## src/hdl/gpl_pkg.sv

```systemverilog
`timescale 1ns / 1ps
`default_nettype none
// ----------------------------------------------------------------------------
// GPIO pin list parser package
// Shared types, character codes and helpers for the pin list parser.
// ----------------------------------------------------------------------------
package gpl_pkg;

    localparam int PIN_SLOTS_DEF = 128;
    localparam int PORT_W        = 3;
    localparam int PIN_W         = 7;
    localparam int CODE_W        = 7;
    localparam int MODE_W        = 3;
    localparam int CHAR_W        = 8;

    localparam logic [CHAR_W-1:0] CHAR_NUL   = 8'h00;
    localparam logic [CHAR_W-1:0] CHAR_P     = 8'h50;
    localparam logic [CHAR_W-1:0] CHAR_A     = 8'h41;
    localparam logic [CHAR_W-1:0] CHAR_H     = 8'h48;
    localparam logic [CHAR_W-1:0] CHAR_0     = 8'h30;
    localparam logic [CHAR_W-1:0] CHAR_9     = 8'h39;
    localparam logic [CHAR_W-1:0] CHAR_COMMA = 8'h2C;
    localparam logic [CHAR_W-1:0] CHAR_SEMI  = 8'h3B;
    localparam logic [CHAR_W-1:0] CHAR_SPACE = 8'h20;
    localparam logic [CHAR_W-1:0] CHAR_TAB   = 8'h09;
    localparam logic [CHAR_W-1:0] CHAR_CR    = 8'h0D;
    localparam logic [CHAR_W-1:0] CHAR_LF    = 8'h0A;

    localparam logic [PIN_W-1:0] PIN_MAX  = 7'd15;
    localparam logic [PIN_W-1:0] DEC_BASE = 7'd10;

    typedef logic [PORT_W-1:0] t_port;
    typedef logic [PIN_W-1:0]  t_pin;
    typedef logic [CODE_W-1:0] t_code;
    typedef logic [MODE_W-1:0] t_mode;
    typedef logic [CHAR_W-1:0] t_char;

    typedef enum logic [2:0] {
        PH_IDLE,
        PH_LEAD,
        PH_PORT,
        PH_DIG1,
        PH_DIG2
    } t_phase;

    typedef struct packed {
        logic  start_set;
        t_char char_byte;
        t_mode list_mode;
    } t_item;

    typedef struct packed {
        logic  pin_ready;
        t_code pin_code;
        t_mode pin_mode;
        logic  failed;
        logic  list_end;
    } t_result;

    function automatic logic is_gap(input t_char c);
        is_gap = (c == CHAR_COMMA) || (c == CHAR_SEMI) || (c == CHAR_SPACE) ||
                 (c == CHAR_TAB) || (c == CHAR_CR) || (c == CHAR_LF);
    endfunction

endpackage
`default_nettype wire

```

## src/hdl/gpl_parser.sv

```systemverilog
`timescale 1ns / 1ps
`default_nettype none
// ----------------------------------------------------------------------------
// GPIO pin list parser core
// Token phase, port and pin registers, used pin map and sticky error; one
// character handled per fire.
// ----------------------------------------------------------------------------
module gpl_parser #(
    parameter int PIN_SLOTS = gpl_pkg::PIN_SLOTS_DEF
) (
    input  wire              i_clk,
    input  wire              i_rst_n,
    input  wire              i_fire,
    input  gpl_pkg::t_item   i_item,
    output gpl_pkg::t_result o_result
);

    localparam int IDX_W = $clog2(PIN_SLOTS);

    gpl_pkg::t_phase     r_phase, n_phase, cur_phase;
    gpl_pkg::t_port      r_port, n_port, cur_port;
    gpl_pkg::t_pin       r_pin, n_pin, cur_pin;
    logic                r_err, n_err, cur_err;
    logic [PIN_SLOTS-1:0] r_map, n_map, cur_map;

    gpl_pkg::t_char      c;
    gpl_pkg::t_pin       dig;
    gpl_pkg::t_code      code;
    logic [IDX_W-1:0]    idx;
    logic                ends;
    logic                in_range;
    logic                is_dig;
    logic                bad;
    logic                ready;

    always_ff @(posedge i_clk) begin
        if (!i_rst_n) begin
            r_phase <= gpl_pkg::PH_IDLE;
            r_port  <= '0;
            r_pin   <= '0;
            r_err   <= 1'b0;
            r_map   <= '0;
        end else if (i_fire) begin
            r_phase <= n_phase;
            r_port  <= n_port;
            r_pin   <= n_pin;
            r_err   <= n_err;
            r_map   <= n_map;
        end
    end

    always_comb begin
        c         = i_item.char_byte;
        ends      = (c == gpl_pkg::CHAR_NUL);
        is_dig    = (c inside {[gpl_pkg::CHAR_0:gpl_pkg::CHAR_9]});
        dig       = gpl_pkg::t_pin'(c - gpl_pkg::CHAR_0);

        cur_phase = i_item.start_set ? gpl_pkg::PH_IDLE : r_phase;
        cur_port  = i_item.start_set ? '0 : r_port;
        cur_pin   = i_item.start_set ? '0 : r_pin;
        cur_err   = i_item.start_set ? 1'b0 : r_err;
        cur_map   = i_item.start_set ? '0 : r_map;

        code      = {cur_port, cur_pin[3:0]};
        idx       = code[IDX_W-1:0];
        in_range  = (32'(code) < PIN_SLOTS);

        n_phase   = cur_phase;
        n_port    = cur_port;
        n_pin     = cur_pin;
        n_err     = cur_err;
        n_map     = cur_map;
        bad       = 1'b0;
        ready     = 1'b0;

        if (!cur_err) begin
            if (ends || gpl_pkg::is_gap(c)) begin
                case (cur_phase)
                    gpl_pkg::PH_LEAD, gpl_pkg::PH_PORT: begin
                        bad = 1'b1;
                    end
                    gpl_pkg::PH_DIG1, gpl_pkg::PH_DIG2: begin
                        if ((cur_pin <= gpl_pkg::PIN_MAX) && in_range && !cur_map[idx]) begin
                            ready      = 1'b1;
                            n_map[idx] = 1'b1;
                        end else begin
                            bad = 1'b1;
                        end
                    end
                    default: begin
                    end
                endcase
                n_phase = gpl_pkg::PH_IDLE;
            end else begin
                case (cur_phase)
                    gpl_pkg::PH_IDLE: begin
                        if (c == gpl_pkg::CHAR_P) begin
                            n_phase = gpl_pkg::PH_LEAD;
                        end else begin
                            bad = 1'b1;
                        end
                    end
                    gpl_pkg::PH_LEAD: begin
                        if (c inside {[gpl_pkg::CHAR_A:gpl_pkg::CHAR_H]}) begin
                            n_port  = gpl_pkg::t_port'(c - gpl_pkg::CHAR_A);
                            n_phase = gpl_pkg::PH_PORT;
                        end else begin
                            bad = 1'b1;
                        end
                    end
                    gpl_pkg::PH_PORT: begin
                        if (is_dig) begin
                            n_pin   = dig;
                            n_phase = gpl_pkg::PH_DIG1;
                        end else begin
                            bad = 1'b1;
                        end
                    end
                    gpl_pkg::PH_DIG1: begin
                        if (is_dig) begin
                            n_pin   = gpl_pkg::t_pin'(cur_pin * gpl_pkg::DEC_BASE + dig);
                            n_phase = gpl_pkg::PH_DIG2;
                        end else begin
                            bad = 1'b1;
                        end
                    end
                    default: begin
                        bad = 1'b1;
                    end
                endcase
            end
            if (bad) begin
                n_err   = 1'b1;
                ready   = 1'b0;
                n_map   = cur_map;
                n_phase = gpl_pkg::PH_IDLE;
            end
        end

        o_result.pin_ready = ready;
        o_result.pin_code  = ready ? code : '0;
        o_result.pin_mode  = ready ? i_item.list_mode : '0;
        o_result.failed    = n_err;
        o_result.list_end  = ends;
    end

endmodule
`default_nettype wire

```

## src/hdl/gpio_pin_list_parser.sv

```systemverilog
`timescale 1ns / 1ps
`default_nettype none
// ----------------------------------------------------------------------------
// GPIO pin list parser
// Takes one character a cycle unless back-pressure holds the output register,
// each tagged with its pin-mode list, and returns one result per character: a
// completed pin code (port*16+pin) with its mode, the sticky failure flag and
// an end-of-list mark. Each result passes through the input register, then
// the parser stage and output register; the parser updates the token phase
// and the used pin map as the result is registered. A start_set character
// clears the map and the failure flag before it is parsed.
// ----------------------------------------------------------------------------
module gpio_pin_list_parser #(
    parameter int PIN_SLOTS = gpl_pkg::PIN_SLOTS_DEF
) (
    input  wire        i_clk,
    input  wire        i_rst_n,
    input  wire        i_s_axis_tvalid,
    output logic       o_s_axis_tready,
    input  wire [15:0] i_s_axis_tdata,   // [7:0] char_byte, [10:8] list_mode
    input  wire        i_s_axis_tuser,   // [0] start_set
    output logic       o_m_axis_tvalid,
    input  wire        i_m_axis_tready,
    output logic [15:0] o_m_axis_tdata,  // [6:0] pin_code, [9:7] pin_mode, [10] failed
    output logic       o_m_axis_tuser,   // [0] pin_ready
    output logic       o_m_axis_tlast    // list_end
);

    logic             r_in_valid;
    gpl_pkg::t_item   r_in;
    logic             r_out_valid;
    gpl_pkg::t_result r_out;

    gpl_pkg::t_item   in_item;
    gpl_pkg::t_result result;
    logic             out_adv;
    logic             fire;

    assign out_adv         = !r_out_valid || i_m_axis_tready;
    assign fire            = r_in_valid && out_adv;
    assign o_s_axis_tready = !r_in_valid || out_adv;

    assign in_item.start_set = i_s_axis_tuser;
    assign in_item.char_byte = i_s_axis_tdata[7:0];
    assign in_item.list_mode = i_s_axis_tdata[10:8];

    always_ff @(posedge i_clk) begin
        if (!i_rst_n) begin
            r_in_valid  <= 1'b0;
            r_out_valid <= 1'b0;
        end else begin
            if (o_s_axis_tready) begin
                r_in_valid <= i_s_axis_tvalid;
            end
            if (out_adv) begin
                r_out_valid <= fire;
            end
        end
    end

    always_ff @(posedge i_clk) begin
        if (o_s_axis_tready) begin
            r_in <= in_item;
        end
        if (out_adv) begin
            r_out <= result;
        end
    end

    gpl_parser #(
        .PIN_SLOTS (PIN_SLOTS)
    ) u_parser (
        .i_clk    (i_clk),
        .i_rst_n  (i_rst_n),
        .i_fire   (fire),
        .i_item   (r_in),
        .o_result (result)
    );

    assign o_m_axis_tvalid = r_out_valid;
    assign o_m_axis_tdata  = {5'b0, r_out.failed, r_out.pin_mode, r_out.pin_code};
    assign o_m_axis_tuser  = r_out.pin_ready;
    assign o_m_axis_tlast  = r_out.list_end;

endmodule
`default_nettype wire
```

## config.mk

```make
export PLATFORM = sky130hd
export DESIGN_NAME = gpio_pin_list_parser
export DESIGN_NICKNAME = d
export VERILOG_FILES = /design/src/hdl/gpl_pkg.sv /design/src/hdl/gpl_parser.sv /design/src/hdl/gpio_pin_list_parser.sv
export SDC_FILE = /design/constraint.sdc
export NUM_CORES = 1
export LEC_CHECK = 0
export BUFFER_PORTS_ARGS = -buffer_cell sky130_fd_sc_hd__clkbuf_2
export CAP_MARGIN = 40
export CELL_PAD_IN_SITES_DETAIL_PLACEMENT = 1
export CELL_PAD_IN_SITES_GLOBAL_PLACEMENT = 1
export CORE_MARGIN = 5
export CORE_UTILIZATION = 35
export CTS_CLUSTER_DIAMETER = 80
export DETAILED_ROUTE_END_ITERATION = 16
export PLACE_DENSITY_LB_ADDON = 0.2
export SLEW_MARGIN = 20
export SYNTH_ARGS = -nofsm -noshare
export SYNTH_HDL_FRONTEND = slang
export SYNTH_SLANG_ARGS = --single-unit
```

## constraint.sdc

```tcl
create_clock -name i_clk -period 3.85 [get_ports i_clk]
set_clock_uncertainty 0.15 [all_clocks]
set_input_delay 0.77 -clock i_clk [delete_from_list [all_inputs] [get_ports i_clk]]
set_output_delay 0.77 -clock i_clk [all_outputs]
set_load 0.03 [all_outputs]
```

## Yosys cells after proc, flatten, opt, wreduce, memory -nomap -nowiden

Cells that the tools add are included.
W data, S select, Z words.

- Bits in registers: 169
- Input bits: 21
- Logic and storage cells: 105
- Output and inout port bits: 20

- Mux-type cells: 46
- Reductions and logical operators: 21
- Equality and inequality tests: 11
- Bitwise logic cells: 1
- $mul: 1
- $add $sub $neg: 3
- Magnitude comparators: 7

Operators by type and width:

| kind | count |
|---|---|
| $mux W128 | 6 |
| $or A128 B128 Y128 | 1 |
| $mux W3 | 13 |
| $mux W7 | 5 |
| $eq A8 B4 Y1 const B | 3 |
| $eq A8 B6 Y1 const B | 3 |
| $mux W1 | 16 |
| $pmux W7 S2 | 1 |
| $pmux W3 S4 | 1 |
| $eq A8 B7 Y1 const B | 1 |
| $ge A8 B6 Y1 const B | 1 |
| $ge A8 B7 Y1 const B | 1 |
| $le A8 B6 Y1 const B | 1 |
| $le A8 B7 Y1 const B | 1 |
| $logic_not A8 Y1 | 1 |
| $logic_or A1 B1 Y1 | 8 |
| $lt A7 B8 Y1 const B | 1 |
| $add A7 B7 Y7 | 1 |
| $bmux W1 S7 | 1 |
| $demux W1 S7 | 1 |
| $ge A7 B1 Y1 const B | 1 |
| $le A7 B4 Y1 const B | 1 |
| $mul A7 B3 Y6 const B | 1 |
| $sub A7 B6 Y7 const B | 1 |
| other kinds (10) | 19 |

## Depth between registers and ports, before layout

Gate-level depths: netlist of run 1.

- Word-level depth: 11
- Mapped depth: 15
- Gate-level depth less buffers: 13

## Cells and area by module

A second synthesis of run 1 with hierarchy kept.

- Cell total of the unflattened synthesis: 915
- Area, all modules: 8256.7 um^2

By module, submodules not included:

| module | cells an instance | instances | area each (um^2) | seq. area each (um^2) |
|---|---|---|---|---|
| gpl_parser | 874 | 1 | 7370.8 | 2842.7 |
| gpio_pin_list_parser | 41 | 1 | 885.8 | 790.8 |

## Worst setup path after synthesis of run 1

OpenSTA, ideal clock, no wires.

- Path type: register -> register
- Start: register u_parser.r_pin[2]
- End: register u_parser.r_pin[5]
- Cell stages (with the launch flop): 15
- Required time: 3.642 ns
- Data arrival time: 3.353 ns
- Clock period less this slack: 3.562 ns
- Path buffers: 4
- Setup time: 0.058 ns
- Slack: 0.288 ns
- Cell sequence: dfxtp_1 -> buf_2 -> buf_2 -> buf_1 -> nor2b_1 -> clkbuf_1 -> ha_1 -> inv_1 -> fa_1 -> inv_1 -> ha_1 -> xnor2_1 -> mux2i_1 -> a2111oi_0 -> o21a_1

- Word-level cells in the longest chain between the ends: 7

Ends and longest elaborated chain:

| element | RTL line | source |
|---|---|---|
| start, declared | gpl_parser.sv:22 | `gpl_pkg::t_pin r_pin, n_pin, cur_pin;` |
| start signal, assigned | gpl_parser.sv:46 | `r_pin <= n_pin;` |
| $mux W7 | gpl_parser.sv:60 | `cur_pin = i_item.start_set ? '0 : r_pin;` |
| named net u_parser.cur_pin[2] | gpl_parser.sv:22 |  |
| $mul A7 B3 Y6 | gpl_parser.sv:121 | `n_pin = gpl_pkg::t_pin'(cur_pin * gpl_pkg::DEC_BASE + dig);` |
| $add A7 B7 Y7 | gpl_parser.sv:121 |  |
| $mux W7 | gpl_parser.sv:120 | `if (is_dig) begin` |
| $pmux W7 S2 | gpl_parser.sv:95 | `case (cur_phase)` |
| $mux W7 | gpl_parser.sv:77 | `if (ends \|\| gpl_pkg::is_gap(c)) begin` |
| $mux W7 | gpl_parser.sv:76 | `if (!cur_err) begin` |

The timed path passes the listed nets, and every way through them passes these cells.
A chain may end at the register's enable or synchronous reset.

## Worst setup path after layout of run 1

- Start: register r_in[7] (netlist name)
- End: register u_parser.r_map[66]

- Word-level cells in the longest chain between the ends: 11
- Elaborated cells on any way between the ends: 29
- Classes of those cells: order compare: 4; eq/ne: 7; mux: 9; reduce/logical: 9

Ends and longest elaborated chain:

| element | RTL line | source |
|---|---|---|
| start, declared | gpio_pin_list_parser.sv:30 | `gpl_pkg::t_item r_in;` |
| start signal, assigned | gpio_pin_list_parser.sv:63 | `r_in <= in_item;` |
| parallel branches: the longest is 9 deep, another holds $ge A8 B6 Y1 | - |  |
| $mux W128 * | gpl_parser.sv:132 | `if (bad) begin` |
| $mux W128 * | gpl_parser.sv:76 |  |
| end signal, assigned | gpl_parser.sv:48 | `r_map <= n_map;` |
| end, declared | gpl_parser.sv:24 | `logic [PIN_SLOTS-1:0] r_map, n_map, cur_map;` |

Mark *: on every way between the ends. The select of a mux whose other input is x is not followed.

==> results of run 1 <==
-- metrics by stage --
step / hold slack [ns] / power (mW) / utilization (%) / worst slack [ns] / instance area, um^2
after floorplan: 0.261 / 1.95 / - / 0.288 / 7730
after global placement: 0.280 / 1.99 / 37.9 / 0.335 / 8250
after detailed placement: 0.290 / 2.00 / 37.9 / 0.262 / 8250
after CTS: 0.299 / 3.72 / 40.6 / 0.229 / 8830
after global routing: 0.316 / 3.79 / 40.7 / 0.129 / 8850
final: 0.298 / 3.68 / 40.7 / 0.401 / 8850
-- layer usage --
metal | vias up | share of wire [%] | global-route usage (%) | wire length (um)
met4 | 0 | 1.5 | 5.85 | 364
li1 | 3023 | - | - | -
met3 | 27 | 3.3 | 3.15 | 769
met2 | 124 | 50 | 34.4 | 11800
met1 | 3203 | 45 | 24.9 | 10700
met5 | - | 0 | 0 | 0
-- flip-flops by register name, indices dropped and copies added (netlist names) --
name              cells
o_m_axis_tvalid       1
u_parser.r_port       3
u_parser.r_pin        7
r_in_valid            1
o_m_axis_tlast        1
u_parser.r_map      128
o_m_axis_tdata       11
o_m_axis_tuser        1
u_parser.r_phase      3
u_parser.r_err        1
r_in                 12
-- timing repair --
item / CTS / global route
hold buffers: 0 / 0
gates resized for setup: 0 / 3
setup endpoints to repair: 0 / 49
-- worst paths after layout --
check / cells past startpoint / slack [ns] / to / from
worst max-delay path: 11 / 0.40 / u_parser.r_map[66]$_SDFFE_PN0P_ / r_in[7]$_DFFE_PP_
worst min register to register: 2 / 0.30 / u_parser.r_map[96]$_SDFFE_PN0P_ / u_parser.r_map[96]$_SDFFE_PN0P_
worst min-delay path: 2 / 0.30 / u_parser.r_map[96]$_SDFFE_PN0P_ / u_parser.r_map[96]$_SDFFE_PN0P_
worst max register to register: 11 / 0.40 / u_parser.r_map[66]$_SDFFE_PN0P_ / r_in[7]$_DFFE_PP_
-- cell families (layout without fill, tap and decap cells) --
logic type / count (synthesis) / count (layout) / synth area share, %
AO/OA/AOI/OAI: 207 / 207 / 16.3
XOR/XNOR: 14 / 14 / 1.59
adder cells (fa/ha/maj): 16 / 16 / 2.79
buffers and inverters: 76 / 114 / 4.31
flip-flops: 169 / 169 / 47.1
multiplexers: 46 / 46 / 9.58
other: 1 / 5 / 0.0486
AND/OR/NAND/NOR: 312 / 312 / 18.3
-- cells in the mapped netlist (2+ instances only) --
| cell type | instances | area [um^2] |
|---|---|---|
| a41o_1 | 2 | 20.0 |
| a21o_1 | 4 | 30.0 |
| o221ai_1 | 2 | 17.5 |
| nand4_2 | 2 | 25.0 |
| o21ai_0 | 62 | 310 |
| and3_1 | 4 | 25.0 |
| and2_1 | 20 | 125 |
| dfxtp_1 | 144 | 2880 |
| a2111oi_0 | 2 | 17.5 |
| buf_1 | 2 | 7.51 |
| nor4_1 | 5 | 31.3 |
| a21oi_1 | 10 | 50.1 |
| xnor2_1 | 14 | 123 |
| a32oi_1 | 4 | 35.0 |
| buf_6 | 2 | 22.5 |
| fa_1 | 2 | 40.0 |
| a211oi_1 | 5 | 37.5 |
| clkbuf_1 | 38 | 143 |
| nand2_1 | 177 | 664 |
| ha_1 | 14 | 175 |
| mux4_2 | 22 | 495 |
| mux2_2 | 3 | 33.8 |
| a31oi_1 | 6 | 37.5 |
| nand2b_1 | 6 | 37.5 |
| nor3b_1 | 2 | 15.0 |
| a21boi_0 | 2 | 15.0 |
| nand3_1 | 30 | 150 |
| inv_1 | 20 | 75.1 |
| buf_2 | 8 | 40.0 |
| o22ai_1 | 2 | 12.5 |
| nor2_1 | 26 | 97.6 |
| or4_1 | 2 | 15.0 |
| o21a_1 | 4 | 30.0 |
| a22oi_1 | 13 | 97.6 |
| buf_4 | 6 | 45.0 |
| nand4_1 | 6 | 37.5 |
| mux2i_1 | 21 | 210 |
| nor2b_1 | 20 | 125 |
| nor3_1 | 8 | 40.0 |
| o211ai_1 | 3 | 22.5 |
| o21ai_1 | 67 | 335 |
| a32o_1 | 4 | 40.0 |
| edfxtp_1 | 25 | 751 |
| o31ai_1 | 5 | 37.5 |
-- critical path: cells and delay by family, from the launching register on --
kind	cells	cell delay, ns
adder cells (fa/ha/maj)	1	0.27
buffers and inverters	3	0.65
AND/OR/NAND/NOR	2	0.80
AO/OA/AOI/OAI	5	1.00
flip-flops	1	0.49
-- layout make-up --
cell class              instances  area, um^2  share of cell area, %
flip-flops and latches        169        3640                   41.2
repair buffers                 62         413                   4.67
clock buffers                  19         443                   5.01
inverters                      20        75.1                  0.849
clock inverters                13         141                   1.60
well taps                     280         350                   3.96
multi-input cells             600        3780                   42.8
-- power by group through the flow --
| stage | clock (mW) | combinational (mW) | sequential (mW) |
|---|---|---|---|
| 2_1_floorplan | 0 | 0.0921 | 1.86 |
| 3_3_place_gp | 0 | 0.137 | 1.85 |
| 3_5_place_dp | 0 | 0.141 | 1.85 |
| 4_1_cts | 1.76 | 0.141 | 1.81 |
| 5_1_grt | 1.83 | 0.154 | 1.81 |
| 6_report | 1.73 | 0.141 | 1.81 |
==> qor.yml, run 1 <==
clock_tree:
  cts_setup_buffers: 0
  cts_tree: "yes"
  cts.sinks: 169
  clkTransAtPathRegs_ns: 0.07
  htreeDepth: 4
  cts_root_buffer: "clkbuf_16"
  worst_skew_pair.late_latency_ns: 0.43
  cts_buffers: 17
  clockBufferDepth: 2
floorplan:
  io-pin-count: 41
  initial_core_util_pct: 35.5
  core_um2: 21800
  die_area_um2: 25100
  fp.dieH_um: 159
  dieWidth_um: 159
  rows: 54
power:
  leakagePower_nw: 3.07
  pwr-share-clk_pct: 46.9
  p_int_mw: 2.82
  p_sw_share_pct: 23.3
  pwr_density_cell_nw_per_um2: 416
  pwr-share-seq_pct: 49.3
  pwr-share-comb_pct: 3.8
  p_sw_uw: 859
  peakVddDrop_v: 0.000248
routing:
  wl_mm: 23.6
  drc_errors: 0
  routedWlPerCell_um: 20.3
  viasPerCell: 5.48
  via_count: 6377
  drt_pass1_iterations: 5
  ant_nets: 0
  drt_iter0_markers: 355
worst_setup_path:
  path_max_fanout: 18
  start_kind: "flip-flop"
  crit_type: "flip-flop to flip-flop"
  cp_cell_sequence: "inv_1 > ha_1 > a22oi_1 > o21ai_1 > a32oi_1 > or4_1 > a2111oi_4 > buf_4 > buf_4 > nand2_1 > o21ai_1"
  cp.arrival_ns: 3.65
  crit_required_ns: 4.05
  max_stage_delay_ns: 0.62
  cp_slowest_cell: "or4_1"
  critPathCaptureType: "flip-flop"
outcome:
  outcome: "finished clean"
sta:
  fmax_mhz: 290
  drv_slew: 0
  finalCriticalPeriod_ns: 3.45
  rsz0062_at_grt: "false"
  setup_viol: 0
  tightest_slew_ns: 0.771
  hold_viol_final: 0
  finalSetupTns_ns: 0
  slew_headroom_pct: 48.6
  fin_crit_sh_pct: 89.6
global_routing:
  grt_overflow: 0
  antenna_found_initial: 0
  grt_pass1_wl_mm: 38.0
  track_usage_pct: 19.6
  grt_start_max_net_pins: 89
  grt_pass1_vias: 6905
logic_synthesis:
  synth_warnings: 0
  synth_edf_count: 25
  syn_area_um2: 7720
  ys_seq_elements: 169
  syn_inst: 841
  synth_flop_cell: "dfxtp_1"
  yosysSeqAreaShare_pct: 47.1
  async_flop_share_pct: 0
  synth_area_per_cell_um2: 9.18
  yosys.cell_types.count: 59
cells_and_area:
  num_antenna_cells: 0
  nets: 907
  final_common_cell: "nand2_1"
  layout_common_cells: "177 x nand2_1, 142 x dfxtp_1, 67 x o21ai_1"
  fillers: 2523
  syn2layout_area_growth_pct: 14.6
  fin_cells: 1163
  drive_above_1_share_pct: 14.6
placed_design:
  io_buffers: 30
  gp_congestion: 0.838
  placedCellCount: 1130
  hpwl_mm: 16.3
flow_run:
  maxCapViolCount: 0
min_path:
  hp-class: "flip-flop to flip-flop"
Note: power is estimated with default switching activity, not from simulation.
==> run 2: changes to the inputs <==
--- a/config.mk
+++ b/config.mk
@@ -5,6 +5,7 @@
 export SDC_FILE = /design/constraint.sdc
 export NUM_CORES = 1
 export LEC_CHECK = 0
+export ABC_AREA = 1
 export BUFFER_PORTS_ARGS = -buffer_cell sky130_fd_sc_hd__clkbuf_2
 export CAP_MARGIN = 40
 export CELL_PAD_IN_SITES_DETAIL_PLACEMENT = 1
==> run 2 against run 1 <==
Net effect: utilization decreased by 1.5 points; power is 8.4% higher; worst setup slack better by 0.25 ns; sequential cell count unchanged; final cell count increased by 42%; design area is 14% higher; area after synthesis up 18%; via count grew 40%; count of clock-buffer cells in the layout grew 1; largest power group unchanged; sequential share of layout area down 5.2 points; critical path type unchanged; die area rose by 17%.
==> qor.yml, run 2 <==
sta:
  hold_viol_final: 0
  fin_crit_sh_pct: 83.0
  setup_viol: 0
  fmax_mhz: 313
  fin_ws_ns: 0.654
  hold-worst-slack_ns: 0.312
  tightest_slew_ns: 0.739
  finalSetupTns_ns: 0
  finalCriticalPeriod_ns: 3.20
  drv_slew: 0
  rsz0062_at_grt: "false"
  slew_headroom_pct: 50.4
placed_design:
  placed_area_um2: 9530
  post-place-ws_ns: 0.693
  io_buffers: 30
  gp_congestion: 0.859
  hpwl_mm: 18.8
min_path:
  hp-start: "u_parser.r_map[53]$_SDFFE_PN0P_"
  hp-class: "flip-flop to flip-flop"
  holdPathStages: 2
  hold_end: "u_parser.r_map[53]$_SDFFE_PN0P_"
global_routing:
  grt_pass1_wl_mm: 50.5
  grt_pass1_vias: 8935
  grt_overflow: 0
  track_usage_pct: 21.6
  antenna_found_initial: 0
  grt_start_max_net_pins: 129
clock_tree:
  cts-resized-gates: 0
  cts_setup_buffers: 0
  cts_buffers: 17
  clkTransAtPathRegs_ns: 0.07
  clockBufferDepth: 2
  worst_skew_pair.late_latency_ns: 0.44
  cts_tree: "yes"
  hold_buffers: 0
  htreeDepth: 4
  cts_root_buffer: "clkbuf_16"
  cts.sinks: 169
worst_setup_path:
  crit_required_ns: 4.02
  critPathCaptureType: "flip-flop"
  start_kind: "flip-flop"
  cp_cell_sequence: "buf_4 > nor2_2 > inv_1 > nor2_1 > ha_1 > inv_1 > fa_1 > inv_1 > ha_1 > nor2_1 > nor2_1 > a221oi_1 > nor2_1 > a21oi_1 > a21oi_1"
  crit_type: "flip-flop to flip-flop"
  r2r_slack_ns: 0.65
  max_stage_delay_ns: 0.49
  path_max_fanout: 10
  cp_slowest_cell: "edfxtp_1"
  cp.arrival_ns: 3.36
  crit_top_cell: "nor2_1"
  r2r-start: "r_in[11]$_DFFE_PP_"
  regToRegEndpoint: "u_parser.r_pin[5]$_SDFFE_PN0P_"
  rr_worst_depth: 15
routing:
  viasPerCell: 5.43
  drt_iter0_markers: 722
  ant_nets: 0
  drc_errors: 0
  routedWlPerCell_um: 19.1
  wl_mm: 31.4
  via_count: 8946
  drt_pass1_iterations: 5
logic_synthesis:
  synth_area_leaders: "dfxtp_1 32%, nand2_1 14%, nand4_1 8.8%"
  syn_area_um2: 9130
  synth.most_common_cell: "nand2_1"
  synth_area_per_cell_um2: 6.98
  synth_edf_count: 25
  synth_top_area_share_pct: 31.6
  synth_warnings: 0
  yosys.cell_types.count: 41
  ys_seq_elements: 169
  yosysSeqAreaShare_pct: 39.8
  yosysTopAreaCell: "dfxtp_1"
  async_flop_share_pct: 0
  syn_inst: 1307
  synth_flop_cell: "dfxtp_1"
  synth_common_cells: "332 x nand2_1, 152 x a21oi_1, 144 x dfxtp_1"
floorplan:
  initial_core_util_pct: 35.3
  die_area_um2: 29400
  dieWidth_um: 171
  fp.dieH_um: 171
  core_um2: 25800
  io-pin-count: 41
  rows: 59
cells_and_area:
  nets: 1336
  fillers: 3287
  finalInstanceArea_um2: 10100
  drive_above_1_share_pct: 9.53
  largest_reg_flops: 128
  syn2layout_area_growth_pct: 10.9
  regMostFlops: "u_parser.r_map"
  layout_common_cells: "331 x nand2_1, 152 x a21oi_1, 143 x dfxtp_1"
  num_antenna_cells: 0
  final_common_cell: "nand2_1"
power:
  leakagePower_nw: 3.71
  peakVddDrop_v: 0.000285
  pwr-share-seq_pct: 45.8
  power.total_mw: 3.99
  p_sw_mw: 1.11
  p_sw_share_pct: 27.9
  p_int_mw: 2.87
  pwr-share-clk_pct: 44.7
  pwr-share-comb_pct: 9.5
  pwr_density_cell_nw_per_um2: 394
flow_run:
  maxCapViolCount: 0
outcome:
  outcome: "finished clean"
## run 2: changes by cell type in the layout (fill, tap and decap cells not counted), sizes merged, moves of 12 or more
cell   delta
nor2     +98
nand4   +121
inv      +89
a22oi    -13
nand3    +62
mux2i    -21
nor2b    -20
o21ai    -97
nand2   +155
and2     -20
a21oi   +142
mux4     -22
or2      +12
## run 2: critical path: cells and delay by family, from the launching register on
kind | cells | cell delay [ns]
AOI/OAI and AO/OA | 3 | 0.46
DFF | 1 | 0.49
and+or+nand+nor | 5 | 0.57
buffers and inverters | 4 | 0.41
adders and majority gates | 3 | 0.99
## run 2: layer usage
layer	share of wire [%]	GRT usage, %
met1	48	29.9
met2	48	36.1
met3	3.2	3.24
met4	1.2	4.41
met5	0	0
## run 2: worst max-delay path by stage
stage | endpoint | start | cells past startpoint | slack, ns
floorplan | u_parser.r_pin[5]$_SDFFE_PN0P_ | r_in[11]$_DFFE_PP_ | 15 | 0.91
finish | u_parser.r_pin[5]$_SDFFE_PN0P_ | r_in[11]$_DFFE_PP_ | 15 | 0.65
CTS | u_parser.r_pin[5]$_SDFFE_PN0P_ | r_in[11]$_DFFE_PP_ | 15 | 0.66
detailed placement | u_parser.r_pin[5]$_SDFFE_PN0P_ | r_in[11]$_DFFE_PP_ | 15 | 0.69
global route | o_m_axis_tdata[7]$_SDFFCE_PN0N_ | r_in[3]$_DFFE_PP_ | 15 | 0.37
global placement | u_parser.r_pin[5]$_SDFFE_PN0P_ | r_in[11]$_DFFE_PP_ | 14 | 0.76
## run 2: layout make-up
class / instances / area, um^2 / area share, %
Clock inverter: 12 / 124 / 1.22
Timing Repair Buffer: 63 / 470 / 4.65
Clock buffer: 20 / 468 / 4.62
Multi-Input combinational cell: 937 / 4580 / 45.3
Inverter: 111 / 422 / 4.17
Tap cell: 335 / 419 / 4.14
Sequential cell: 169 / 3630 / 35.9
## run 2: cells by family (layout without fill, tap and decap cells)
group | after synthesis | after routing | synth area share [%]
compound gates | 200 | 200 | 11.4
xor+xnor | 7 | 7 | 0.672
fa+ha+maj | 16 | 16 | 2.36
buf+inv | 205 | 206 | 10.5
flops | 169 | 169 | 39.8
other cells | 1 | 5 | 0.0411
simple gates | 709 | 709 | 35.2
## run 2: power by group through the flow
stage | registers [mW] | clock network, mW | logic, mW
6_report | 1.83 | 1.78 | 0.379
5_1_grt | 1.83 | 1.89 | 0.417
4_1_cts | 1.83 | 1.82 | 0.381
3_5_place_dp | 1.87 | 0 | 0.378
3_3_place_gp | 1.87 | 0 | 0.376
2_1_floorplan | 1.87 | 0 | 0.252
## run 2: stage by stage
| stage | cells | utilization [%] |
|---|---|---|
| after global routing | 1647 | 39.2 |
| after detailed placement | 1615 | 36.9 |
| final | 1647 | 39.2 |
| after global placement | 1614 | 36.9 |
| after CTS | 1647 | 39.2 |
| after floorplan | 1311 | - |
